[config.mk]
export PLATFORM = sky130hd
export DESIGN_NAME = granule_chain_table_engine_core
export DESIGN_NICKNAME = d
export VERILOG_FILES = /design/src/gcte_pkg.sv /design/src/gcte_ram.sv /design/src/gcte_walker.sv /design/src/granule_chain_table_engine_core.sv
export SDC_FILE = /design/constraint.sdc
export NUM_CORES = 2
export LEC_CHECK = 0
export ABC_AREA = 1
export BUFFER_PORTS_ARGS = -buffer_cell sky130_fd_sc_hd__buf_2
export CAP_MARGIN = 5
export CORE_MARGIN = 2
export CORE_UTILIZATION = 55
export CTS_CLUSTER_SIZE = 12
export DETAILED_ROUTE_END_ITERATION = 10
export PLACE_DENSITY = 0.76
export SLEW_MARGIN = 5
export SYNTH_ARGS = -nofsm -noshare
export SYNTH_HDL_FRONTEND = slang
export SYNTH_HIERARCHICAL = 1
export SYNTH_SLANG_ARGS = --single-unit
[constraint.sdc]
create_clock -name clk -period 9.45 [get_ports clk]
set_input_delay 1.89 -clock clk [delete_from_list [all_inputs] [get_ports clk]]
set_output_delay 1.89 -clock clk [all_outputs]
set_load 0.05 [all_outputs]
[src/gcte_pkg.sv]
`default_nettype none
// ---------------------------------------------------------------------------
// gcte_pkg
// Shared types and constants of the granule chain table engine: map
// geometry, entry codes, request and result records, sequencer states.
// ---------------------------------------------------------------------------
package gcte_pkg;

  localparam int MAP_DEPTH     = 256;
  localparam int IDX_W         = $clog2(MAP_DEPTH);
  localparam int GRANULE_BYTES = 2304;
  localparam int K_W           = 9;
  localparam int MARK_W        = 9;
  localparam int MARK_LIMIT    = 256;
  localparam int ACC_W         = $clog2(MAP_DEPTH * GRANULE_BYTES + 1);

  localparam logic [7:0]  FREE_MARK  = 8'hFF;
  localparam logic [7:0]  TERM_LOW   = 8'hC0;
  localparam logic [7:0]  TERM_HIGH  = 8'hC9;
  localparam logic [7:0]  DIR_TRACK  = 8'd17;
  localparam logic [3:0]  ODD_SECTOR = 4'd10;
  localparam logic [3:0]  EVEN_SECTOR = 4'd1;
  localparam logic [19:0] COUNT_MAX  = 20'hFFFFF;
  localparam logic [7:0]  GIU_RESET  = 8'd68;

  localparam int O_FIRST_LSB = 28;
  localparam int O_LBC_LSB   = 36;
  localparam int O_SECT_LSB  = 53;

  typedef enum logic [2:0] {
    OP_LOAD       = 3'd0,
    OP_READ       = 3'd1,
    OP_MEASURE    = 3'd2,
    OP_FREE_SPACE = 3'd3,
    OP_ALLOCATE   = 3'd4,
    OP_FREE_CHAIN = 3'd5,
    OP_LOCATE     = 3'd6,
    OP_NONE       = 3'd7
  } op_t;

  typedef enum logic [1:0] {
    ST_OK       = 2'd0,
    ST_CORRUPT  = 2'd1,
    ST_NO_SPACE = 2'd2,
    ST_RAN_OUT  = 2'd3
  } status_t;

  typedef enum logic [3:0] {
    S_IDLE,
    S_EXEC,
    S_READ_WAIT,
    S_CNT_RD,
    S_CNT_CHK,
    S_ALLOC_RD,
    S_ALLOC_CHK,
    S_ALLOC_TERM,
    S_MEAS_RD,
    S_MEAS_CHK,
    S_MEAS_END,
    S_FREE_RD,
    S_FREE_CHK,
    S_DONE
  } state_t;

  typedef struct packed {
    op_t         req_type;
    logic [7:0]  granule_index;
    logic [7:0]  entry_value;
    logic [15:0] last_sector_bytes;
    logic [19:0] file_size;
  } req_t;

  typedef struct packed {
    status_t     status;
    logic [7:0]  read_value;
    logic [19:0] byte_count;
    logic [7:0]  first_granule;
    logic [8:0]  last_bytes_code;
    logic [7:0]  track_number;
    logic [3:0]  sector_number;
  } res_t;

  typedef struct packed {
    logic idle;
    logic done;
  } wlk_stat_t;

endpackage

`default_nettype wire

[src/gcte_ram.sv]
`default_nettype none
// ---------------------------------------------------------------------------
// gcte_ram
// Generic simple dual-port RAM: one write port, one read port with
// registered read data.
// ---------------------------------------------------------------------------
module gcte_ram #(
  parameter int WIDTH = 8,
  parameter int DEPTH = 256
) (
  input  wire                       clk,
  input  wire                       we,
  input  wire [$clog2(DEPTH)-1:0]   waddr,
  input  wire [WIDTH-1:0]           wdata,
  input  wire [$clog2(DEPTH)-1:0]   raddr,
  output logic [WIDTH-1:0]          rdata
);

  logic [WIDTH-1:0] mem [DEPTH];

  always_ff @(posedge clk) begin
    if (we) begin
      mem[waddr] <= wdata;
    end
    rdata <= mem[raddr];
  end

endmodule

`default_nettype wire

[src/gcte_walker.sv]
`default_nettype none
// ---------------------------------------------------------------------------
// gcte_walker
// Request sequencer with the granule map RAM and one shared accumulator.
// Walks chains, scans the map and writes links.
// ---------------------------------------------------------------------------
module gcte_walker (
  input  wire                 clk,
  input  wire                 rst,
  input  wire                 start,
  input  gcte_pkg::req_t      req,
  input  wire [7:0]           granules_in_use,
  input  wire                 res_take,
  output gcte_pkg::wlk_stat_t stat,
  output gcte_pkg::res_t      res
);
  import gcte_pkg::*;

  state_t          state, state_next;
  req_t            req_r, req_r_next;
  res_t            res_r, res_r_next;
  logic [K_W-1:0]  k, k_next;
  logic [MARK_W-1:0] m, m_next;
  logic [ACC_W-1:0] acc, acc_next;
  logic [19:0]     rem, rem_next;
  logic [7:0]      prev, prev_next;
  logic [7:0]      first, first_next;
  logic [7:0]      e_reg, e_reg_next;
  logic [7:0]      term, term_next;
  logic            have_prev, have_prev_next;
  logic            any_free, any_free_next;

  logic             ram_we;
  logic [IDX_W-1:0] ram_waddr;
  logic [7:0]       ram_wdata;
  logic [IDX_W-1:0] ram_raddr;
  logic [7:0]       rdata;

  logic [K_W-1:0] n;
  logic           k_lt_n, k_in_map, gi_in_map, rd_free, mark_full, e_ge_n;
  logic           rem_last, size_over, meas_ok, lsb_nz;
  logic [7:0]     e_val;
  logic [19:0]    rem_round;
  logic [7:0]     e_off;
  logic [31:0]    meas_sum;
  logic [7:0]     loc_half;

  gcte_ram #(.WIDTH(8), .DEPTH(MAP_DEPTH)) u_map (
    .clk   (clk),
    .we    (ram_we),
    .waddr (ram_waddr),
    .wdata (ram_wdata),
    .raddr (ram_raddr),
    .rdata (rdata)
  );

  assign n = ({1'b0, granules_in_use} < K_W'(MAP_DEPTH)) ? {1'b0, granules_in_use}
                                                         : K_W'(MAP_DEPTH);
  assign k_lt_n    = k < n;
  assign k_in_map  = k < K_W'(MAP_DEPTH);
  assign gi_in_map = {1'b0, req_r.granule_index} < K_W'(MAP_DEPTH);
  assign rd_free   = rdata == FREE_MARK;
  assign e_val     = k_in_map ? rdata : FREE_MARK;
  assign mark_full = m == MARK_W'(MARK_LIMIT);
  assign e_ge_n    = {1'b0, e_val} >= n;
  assign rem_last  = rem <= 20'(GRANULE_BYTES);
  assign rem_round = rem + 20'd255;
  assign size_over = 32'(req_r.file_size) > 32'(acc);
  assign lsb_nz    = req_r.last_sector_bytes != 16'd0;
  assign meas_ok   = (e_reg >= TERM_LOW) && (e_reg <= TERM_HIGH) &&
                     !((e_reg == TERM_LOW) && lsb_nz);
  assign e_off     = e_reg - TERM_LOW - {7'd0, lsb_nz};
  assign meas_sum  = 32'(acc) + 32'(req_r.last_sector_bytes) + {20'd0, e_off[3:0], 8'd0};
  assign loc_half  = {1'b0, req_r.granule_index[7:1]};

  assign stat.idle = state == S_IDLE;
  assign stat.done = state == S_DONE;
  assign res       = res_r;

  always_comb begin
    state_next = state;
    case (state)
      S_IDLE:       if (start) state_next = S_EXEC;
      S_EXEC: begin
        case (req_r.req_type)
          OP_READ:       state_next = S_READ_WAIT;
          OP_MEASURE:    state_next = S_MEAS_RD;
          OP_FREE_SPACE: state_next = S_CNT_RD;
          OP_ALLOCATE:   state_next = S_CNT_RD;
          OP_FREE_CHAIN: state_next = S_FREE_RD;
          default:       state_next = S_DONE;
        endcase
      end
      S_READ_WAIT:  state_next = S_DONE;
      S_CNT_RD: begin
        if (k_lt_n) begin
          state_next = S_CNT_CHK;
        end else if (req_r.req_type == OP_ALLOCATE && !size_over && any_free) begin
          state_next = S_ALLOC_RD;
        end else begin
          state_next = S_DONE;
        end
      end
      S_CNT_CHK:    state_next = S_CNT_RD;
      S_ALLOC_RD:   state_next = k_lt_n ? S_ALLOC_CHK : S_DONE;
      S_ALLOC_CHK: begin
        if (rd_free && rem_last) begin
          state_next = S_ALLOC_TERM;
        end else begin
          state_next = S_ALLOC_RD;
        end
      end
      S_ALLOC_TERM: state_next = S_DONE;
      S_MEAS_RD:    state_next = S_MEAS_CHK;
      S_MEAS_CHK: begin
        if (mark_full) begin
          state_next = S_DONE;
        end else if (e_ge_n) begin
          state_next = S_MEAS_END;
        end else begin
          state_next = S_MEAS_RD;
        end
      end
      S_MEAS_END:   state_next = S_DONE;
      S_FREE_RD:    state_next = k_lt_n ? S_FREE_CHK : S_DONE;
      S_FREE_CHK:   state_next = S_FREE_RD;
      S_DONE:       if (res_take) state_next = S_IDLE;
      default:      state_next = S_IDLE;
    endcase
  end

  always_comb begin
    req_r_next     = req_r;
    res_r_next     = res_r;
    k_next         = k;
    m_next         = m;
    acc_next       = acc;
    rem_next       = rem;
    prev_next      = prev;
    first_next     = first;
    e_reg_next     = e_reg;
    term_next      = term;
    have_prev_next = have_prev;
    any_free_next  = any_free;
    ram_we         = 1'b0;
    ram_waddr      = k[IDX_W-1:0];
    ram_wdata      = FREE_MARK;
    ram_raddr      = k[IDX_W-1:0];
    case (state)
      S_IDLE: begin
        if (start) req_r_next = req;
      end
      S_EXEC: begin
        res_r_next    = '0;
        k_next        = {1'b0, req_r.granule_index};
        m_next        = '0;
        acc_next      = '0;
        any_free_next = 1'b0;
        ram_raddr     = req_r.granule_index[IDX_W-1:0];
        case (req_r.req_type)
          OP_LOAD: begin
            ram_we    = gi_in_map;
            ram_waddr = req_r.granule_index[IDX_W-1:0];
            ram_wdata = req_r.entry_value;
          end
          OP_FREE_SPACE, OP_ALLOCATE: k_next = '0;
          OP_LOCATE: begin
            res_r_next.track_number  = (loc_half >= DIR_TRACK) ? loc_half + 8'd1 : loc_half;
            res_r_next.sector_number = req_r.granule_index[0] ? ODD_SECTOR : EVEN_SECTOR;
          end
          default: ;
        endcase
      end
      S_READ_WAIT: begin
        res_r_next.read_value = gi_in_map ? rdata : FREE_MARK;
      end
      S_CNT_RD: begin
        if (!k_lt_n) begin
          if (req_r.req_type == OP_FREE_SPACE) begin
            res_r_next.byte_count = 20'(acc);
          end else if (size_over) begin
            res_r_next.status = ST_NO_SPACE;
          end else if (!any_free) begin
            res_r_next.status = ST_RAN_OUT;
          end else begin
            k_next         = '0;
            have_prev_next = 1'b0;
            rem_next       = req_r.file_size;
          end
        end
      end
      S_CNT_CHK: begin
        if (rd_free) begin
          acc_next      = acc + ACC_W'(GRANULE_BYTES);
          any_free_next = 1'b1;
        end
        k_next = k + K_W'(1);
      end
      S_ALLOC_RD: begin
        if (!k_lt_n) res_r_next.status = ST_RAN_OUT;
      end
      S_ALLOC_CHK: begin
        if (rd_free) begin
          ram_we         = have_prev;
          ram_waddr      = prev[IDX_W-1:0];
          ram_wdata      = k[7:0];
          if (!have_prev) first_next = k[7:0];
          have_prev_next = 1'b1;
          prev_next      = k[7:0];
          if (rem_last) begin
            term_next = TERM_LOW + rem_round[15:8];
          end else begin
            rem_next = rem - 20'(GRANULE_BYTES);
            k_next   = k + K_W'(1);
          end
        end else begin
          k_next = k + K_W'(1);
        end
      end
      S_ALLOC_TERM: begin
        ram_we                     = 1'b1;
        ram_waddr                  = prev[IDX_W-1:0];
        ram_wdata                  = term;
        res_r_next.first_granule   = first;
        res_r_next.last_bytes_code =
          (req_r.file_size[7:0] == 8'd0 && req_r.file_size != 20'd0) ?
          9'd256 : {1'b0, req_r.file_size[7:0]};
      end
      S_MEAS_CHK: begin
        if (mark_full) begin
          res_r_next.status = ST_CORRUPT;
        end else if (e_ge_n) begin
          e_reg_next = e_val;
        end else begin
          m_next   = m + MARK_W'(1);
          acc_next = acc + ACC_W'(GRANULE_BYTES);
          k_next   = {1'b0, e_val};
        end
      end
      S_MEAS_END: begin
        if (!meas_ok) begin
          res_r_next.status = ST_CORRUPT;
        end else if (meas_sum > 32'(COUNT_MAX)) begin
          res_r_next.byte_count = COUNT_MAX;
        end else begin
          res_r_next.byte_count = meas_sum[19:0];
        end
      end
      S_FREE_CHK: begin
        ram_we    = 1'b1;
        ram_waddr = k[IDX_W-1:0];
        ram_wdata = FREE_MARK;
        k_next    = {1'b0, rdata};
      end
      default: ;
    endcase
  end

  always_ff @(posedge clk) begin
    if (rst) begin
      state <= S_IDLE;
    end else begin
      state <= state_next;
    end
    req_r     <= req_r_next;
    res_r     <= res_r_next;
    k         <= k_next;
    m         <= m_next;
    acc       <= acc_next;
    rem       <= rem_next;
    prev      <= prev_next;
    first     <= first_next;
    e_reg     <= e_reg_next;
    term      <= term_next;
    have_prev <= have_prev_next;
    any_free  <= any_free_next;
  end

endmodule

`default_nettype wire

[src/granule_chain_table_engine_core.sv]
`default_nettype none
// ---------------------------------------------------------------------------
// granule_chain_table_engine_core
// Granule allocation map with load, read, chain measure, free count,
// first-fit allocate, chain free and granule locate, one result per request.
// ---------------------------------------------------------------------------
// One request is taken at a time; s_axis_tready is low until the sequencer
// is back in idle. Every map entry visited takes a read address step, then
// a step on the registered read data and decision, on the map RAM. Allocate
// first runs the free-space scan, then scans entries up to the last granule
// taken. A finished result waits in the output register, so the next
// request is accepted while it is unread.
// ---------------------------------------------------------------------------
module granule_chain_table_engine_core (
  input  wire         clk,
  input  wire         rst,
  input  wire         s_axis_tvalid,
  output logic        s_axis_tready,
  // granule_index[7:0], entry_value[15:8], last_sector_bytes[31:16],
  // file_size[51:32], zero[55:52]
  input  wire [55:0]  s_axis_tdata,
  // req_type[2:0]
  input  wire [2:0]   s_axis_tuser,
  output logic        m_axis_tvalid,
  input  wire         m_axis_tready,
  // read_value[7:0], byte_count[27:8], first_granule[35:28],
  // last_bytes_code[44:36], track_number[52:45], sector_number[56:53],
  // zero[63:57]
  output logic [63:0] m_axis_tdata,
  // status[1:0]
  output logic [1:0]  m_axis_tuser,
  input  wire         cfg_wen,
  input  wire [7:0]   cfg_wdata
);
  import gcte_pkg::*;

  logic [7:0] granules_in_use;
  req_t       req;
  res_t       res;
  wlk_stat_t  stat;
  logic       start;
  logic       res_take;

  assign s_axis_tready = stat.idle;
  assign start         = s_axis_tvalid && s_axis_tready;
  assign res_take      = !m_axis_tvalid || m_axis_tready;

  assign req.req_type          = op_t'(s_axis_tuser);
  assign req.granule_index     = s_axis_tdata[7:0];
  assign req.entry_value       = s_axis_tdata[15:8];
  assign req.last_sector_bytes = s_axis_tdata[31:16];
  assign req.file_size         = s_axis_tdata[51:32];

  gcte_walker u_walker (
    .clk             (clk),
    .rst             (rst),
    .start           (start),
    .req             (req),
    .granules_in_use (granules_in_use),
    .res_take        (res_take),
    .stat            (stat),
    .res             (res)
  );

  always_ff @(posedge clk) begin
    if (rst) begin
      granules_in_use <= GIU_RESET;
    end else if (cfg_wen) begin
      granules_in_use <= cfg_wdata;
    end
  end

  always_ff @(posedge clk) begin
    if (rst) begin
      m_axis_tvalid <= 1'b0;
    end else if (res_take) begin
      m_axis_tvalid <= stat.done;
    end
    if (res_take && stat.done) begin
      m_axis_tdata <= {7'd0, res.sector_number, res.track_number, res.last_bytes_code,
                       res.first_granule, res.byte_count, res.read_value};
      m_axis_tuser <= res.status;
    end
  end

endmodule

`default_nettype wire

Yosys cells after proc, flatten, opt, wreduce, memory -nomap -nowiden
Memory sizes are Yosys's and may differ from the RTL's. A register that Yosys moved wholly into a read port is not among the register bits.
Index checks and enable logic that the tools add are counted.
Widths: inputs -> output; s select.

cells by class
  add/subtract/negate cells = 11
  order comparisons = 9
  equality and inequality tests = 40
  mux-type cells = 73
  bitwise operators = 2
  reduce and logical (&&, ||, !) cells = 45

operators by type and width
  kind                    count
  $mux 20                 13
  $pmux 20 s3             2
  $mux 9                  11
  $mux 8                  7
  $pmux 9 s6              1
  $pmux 4 s12             1
  $pmux 8 s3              2
  $pmux 20 s2             1
  $pmux 17 s2             1
  $add 32x12->32          1
  $gt 32x20->1 const B    1
  $mux 4                  7
  $eq 4x4->1 const B      6
  $add 20x16->21          1
  $add 20x12->20 const B  1
  $gt 20x20->1            1
  $le 20x12->1 const B    1
  $reduce_bool 20->1      1
  $sub 20x12->20 const B  1
  $add 9x1->9 const B     2
  $mux 2                  9
  $pmux 9 s2              1
  $add 16x8->16 const B   1
  $eq 4x3->1 const B      4
  47 further kinds        103

storage, ports and cells
  flip-flop bits (word level) = 278
  bits in writable memories = 2048
  bits of input ports = 72
  memories kept = 1

memories
  name                words  bits a word  rd ports  clocked after Yosys merged registers in  write ports  line            RTL
  u_walker.u_map.mem  256    8            1         1                                        1            gcte_ram.sv:19  logic [WIDTH-1:0] mem [DEPTH];

Logic depth before layout (Yosys ltp)
  word-level depth = 7
  gate-level depth with buffers = 22
  gate-level depth less buffers = 21

By module
Netlist, hierarchy kept.

by module, submodules not included
  module                           times used  cells an instance  area each (µm²)  sequential area each (µm²)
  gcte_ram                         1           7003               83396.2          61659.1
  gcte_walker                      1           1079               10546.4          5965.7
  granule_chain_table_engine_core  1           109                2144.6           1951.9

Least setup slack after synthesis
Ideal clock, no wire load.

  path type = reg-to-reg
  start = reg u_walker.state[1]
  end = mem u_walker.u_map.mem[0][4] (data pin)
  arrival time = 8.022 ns
  setup slack = -0.146 ns
  cell stages (with the launch flop) = 8
  cell sequence = dfxtp_1 > inv_1 > nor2_1 > inv_1 > nor2_4 > inv_2 > buf_2 > o2111ai_1

on the way
  cells in the longest elaborated chain, start to end = 2
  elaborated cells between the ends (all ways) = 4
  those cells by class = eq/ne: 3; mux: 1

ends and longest elaborated chain
  item                                      line                RTL
  start: declaration                        gcte_walker.sv:19   state_t state, state_next;
  start signal: assignment                  gcte_walker.sv:263  state <= state_next;
  $eq 4x3->1 or $eq 4x1->1 (tied branches)  gcte_walker.sv:149  case (state)
  $pmux 8 s3 *                              gcte_walker.sv:149
  via u_walker.ram_wdata[4]                 gcte_walker.sv:35   logic [7:0] ram_wdata;
  end: declaration                          gcte_ram.sv:19

Mark *: on every way through the listed nets, which the timed path passes. The rest lies on a longest branch.

Worst setup path after layout
  start = reg u_walker.state[2]
  end = reg u_walker.u_map.rdata[3], read port of u_walker.u_map.mem

on the way
  cells in the longest elaborated chain, start to end = 2

ends and longest elaborated chain
  item                       line                RTL
  $eq 4x1->1                 gcte_walker.sv:149
  $mux 8                     gcte_walker.sv:149
  via u_walker.ram_raddr[0]  gcte_walker.sv:36   logic [IDX_W-1:0] ram_raddr;
  end: declaration           gcte_ram.sv:16      output logic [WIDTH-1:0] rdata

The timed path passes the listed nets, and every way through them passes these cells.
A chain may end at the register's enable or synchronous reset.

==> flow_summary_export.csv <==
group,metric,value,unit
worst_setup_path,critPathArrivalTime,7.14,ns
global_routing,antenna_found_initial,4,
timing,timing_hold_violations_final,0,
flow_run,max_cap_viol_count,0,
synth,synth_flop_cell,"edfxtp_1",
place,routabilityCongestion,0.920,
synth,synth_top_cell_area_share,72.0,%
hold_path,min_path_type,"reg2reg",
floorplan,die_w,422,um
timing,period_needed,6.34,ns
synth,synth_edf_count,2303,
drt,drt_iter0_markers,9151,
cts,clkTransAtPathRegs,0.06,ns
layout,drive_above_1_share,6.42,%
drt,drt-vias-per-instance,6.03,
drt,drc_errors,0,
cts,cts-resized-gates,0,
layout,largest_reg_flops,2048,
synth,synth_seq_cells,2324,
layout,regMostFlops,"u_walker/u_map/mem",
cts,h-tree-depth,4,
cts,cts_buffer_depth,3,
timing,setup_viol,0,
drt,drt-pass1-iter-count,8,
power,combPwrFrac,42.9,%
synth,yosysSeqAreaShare,72.4,%
worst_setup_path,r2r_slack,3.11,ns
timing,slew_viol_final,0,
synth,synthArstFlopShare,0,%
synth,ys_top_cells_by_area,"edfxtp_1 (72%), nand3_1 (11%), nand2_1 (9.1%)",
synth,yosys.area.top_type,"edfxtp_1",
cts,postCtsHoldBufs,0,
synth,avgSynthCellArea,11.7,um2
synth,synth_cell_types,51,
floorplan,core,0.174,mm2
timing,rsz0062_at_grt,"false",
cts,cts_setup_buffers,0,
power,p_int,21600,uW
timing,fmax,158,MHz
power,ir_worst_vdd,0.000492,V
worst_setup_path,r2r-end,"u_walker/u_map/rdata[3]",
synth,netlist_area,0.0961,mm2
cts,cts-root-buf,"clkbuf_16",
timing,worst_pin_slew,1.31,ns
worst_setup_path,critical_path_class,"reg2reg",
floorplan,io-pin-count,140,
cts,cts_tree,"done",
floorplan,die_h,422,um
timing,period_share,67.0,%
layout,layout_commonest_cell,"nand2_1",
layout,final_cell_mix,"nand2_1 (2323), edfxtp_1 (2303), nand3_1 (2072)",
layout,final_nets,8256,
cts,cts_sinks,2324,
power,clockPowerShare,21.7,%
worst_setup_path,required,10.26,ns
worst_setup_path,crit_start,"u_walker/state[2]",
timing,fin_worst_skew,0.0493,ns
power,power.leakage,0.0363,uW
global_routing,grt_pass1_wl,360,mm
place,hpwl,134,mm
global_routing,grt-ovfl-total,0,
worst_setup_path,worstSetupEndpointType,"register",
power,p_switching,16200,uW
worst_setup_path,r2r-start,"u_walker/state[2]",
place,place_ws,3.46,ns
power,p_seq_share,35.4,%
cts,clkLatencyLatePin,0.89,ns
worst_setup_path,start_kind,"register",
global_routing,grt_pass1_vias,60577,
power,netSwitchingFraction,42.9,%
floorplan,start_util,55.3,%
floorplan,dieArea,0.178,mm2
layout,area_delta_synth_final,9.03,%
floorplan,rows,153,
power,finalPower,37900,uW
worst_setup_path,crit_fanout,234,
worst_setup_path,worstRegToRegCells,18,
synth,synthCells,8191,
drt,ant_nets,0,
drt,vias,63822,
timing,worst_slew_margin_rel,12.5,%
global_routing,grt_usage,26.5,%
synth,ys_warn_count,6,
drt,wirelength,241,mm
drt,route.detailed.wl_per_inst,22.8,um
global_routing,grt_max_degree,244,
worst_setup_path,crit_path_end,"u_walker/u_map/rdata[3]",
status,status,"finished clean",
place,io_buffers,128,
timing,finalWorstSetupSlack,3.11,ns
cts,numCtsBuffers,224,
power,power.density,361,mW/mm2
-- through the flow --
step                      utilization (%)  setup TNS [ns]  hold WS, ns  instances  cell area (um2)
after CTS                            60.3               0        0.418      10578           105000
after global routing                 60.3               0        0.423      10578           105000
after global placement               56.5               0        0.402      10227            98100
after detailed placement             56.5               0        0.405      10228            98100
final                                60.3               0        0.415      10583           105000
after floorplan                         -         -149.54        0.400       8197            96100
-- layout make-up --
class | count | area [um2]
diodes | 5 | 12.5
clock buffers | 305 | 6010
clock inverters | 45 | 606
fillers | 12981 | 68900
inverters | 215 | 848
multi-input cells | 5152 | 23400
flip-flops and latches | 2324 | 69600
well taps | 2325 | 2910
repair buffers | 212 | 1430
-- cell families after synthesis --
family / Yosys count / synth area share (%)
flip-flops: 2324 / 72.4
buffers and inverters: 721 / 3.55
XOR/XNOR: 21 / 0.191
other: 2 / 0.00782
adder cells (fa/ha/maj): 55 / 0.755
AO/OA/AOI/OAI: 177 / 1.05
AND/OR/NAND/NOR: 4891 / 22.0
-- layer usage --
metal	GRT usage [%]	vias to the layer above	wire (um)
met2	41.6	3749	113000
met1	36.2	30762	90200
met3	5.28	584	26800
met4	11.7	0	10500
li1	-	28727	-
met5	0	-	0
-- power by group through the flow --
stage               sequential (uW)  clock [uW]  combinational, uW
finish                        13400        8230              16200
global route                  13400        8730              17400
CTS                           13400        8320              15800
detailed placement            13600           0              15700
global placement              13600           0              15300
floorplan                     14400           0              10700
-- synth_stat cells (4+ instances only) --
cell	n
nor4_1	5
edfxtp_1	2303
nor2_4	4
buf_1	40
inv_1	199
fa_1	5
nand3_1	2072
nor2_1	426
nand4_1	15
nor2_2	4
dfxtp_1	21
a21oi_1	51
buf_2	275
inv_2	11
nand2_1	2326
nor3_1	21
o21ai_0	77
ha_1	50
o2111ai_1	11
o211ai_1	15
a31oi_1	6
buf_6	16
clkbuf_1	115
buf_4	59
xor2_1	19
-- worst min-delay path by stage --
stage,start,to,slack [ns],cells past startpoint
after global placement,u_walker/res[14],m_axis_tdata[38],0.40,0
after detailed placement,u_walker/res[34],m_axis_tdata[13],0.40,0
final,u_walker/res[9],m_axis_tdata[50],0.42,0
after floorplan,u_walker/res[49],m_axis_tdata[0],0.40,0
after CTS,u_walker/res[18],m_axis_tdata[42],0.42,0
after global routing,u_walker/res[29],m_axis_tdata[8],0.42,0
-- critical path, cell delays in order (launching register included) --
cell and delay (ns):
dfxtp_1 0.38, nor2_1 0.27, nand2_2 0.26, inv_2 0.73, nand2_1 0.26, o21ai_4 0.14, buf_12 0.64, buf_4 0.92
buf_12 0.67, nand2_1 0.16, nand3_1 0.15, nand3_1 0.09, nand3_1 0.17, nand3_1 0.18, nand3_1 0.20, nand3_1 0.12
nand2_1 0.27, nand2_1 0.09, nand2_1 0.08
No activity file was read; power rests on OpenSTA's default activity.
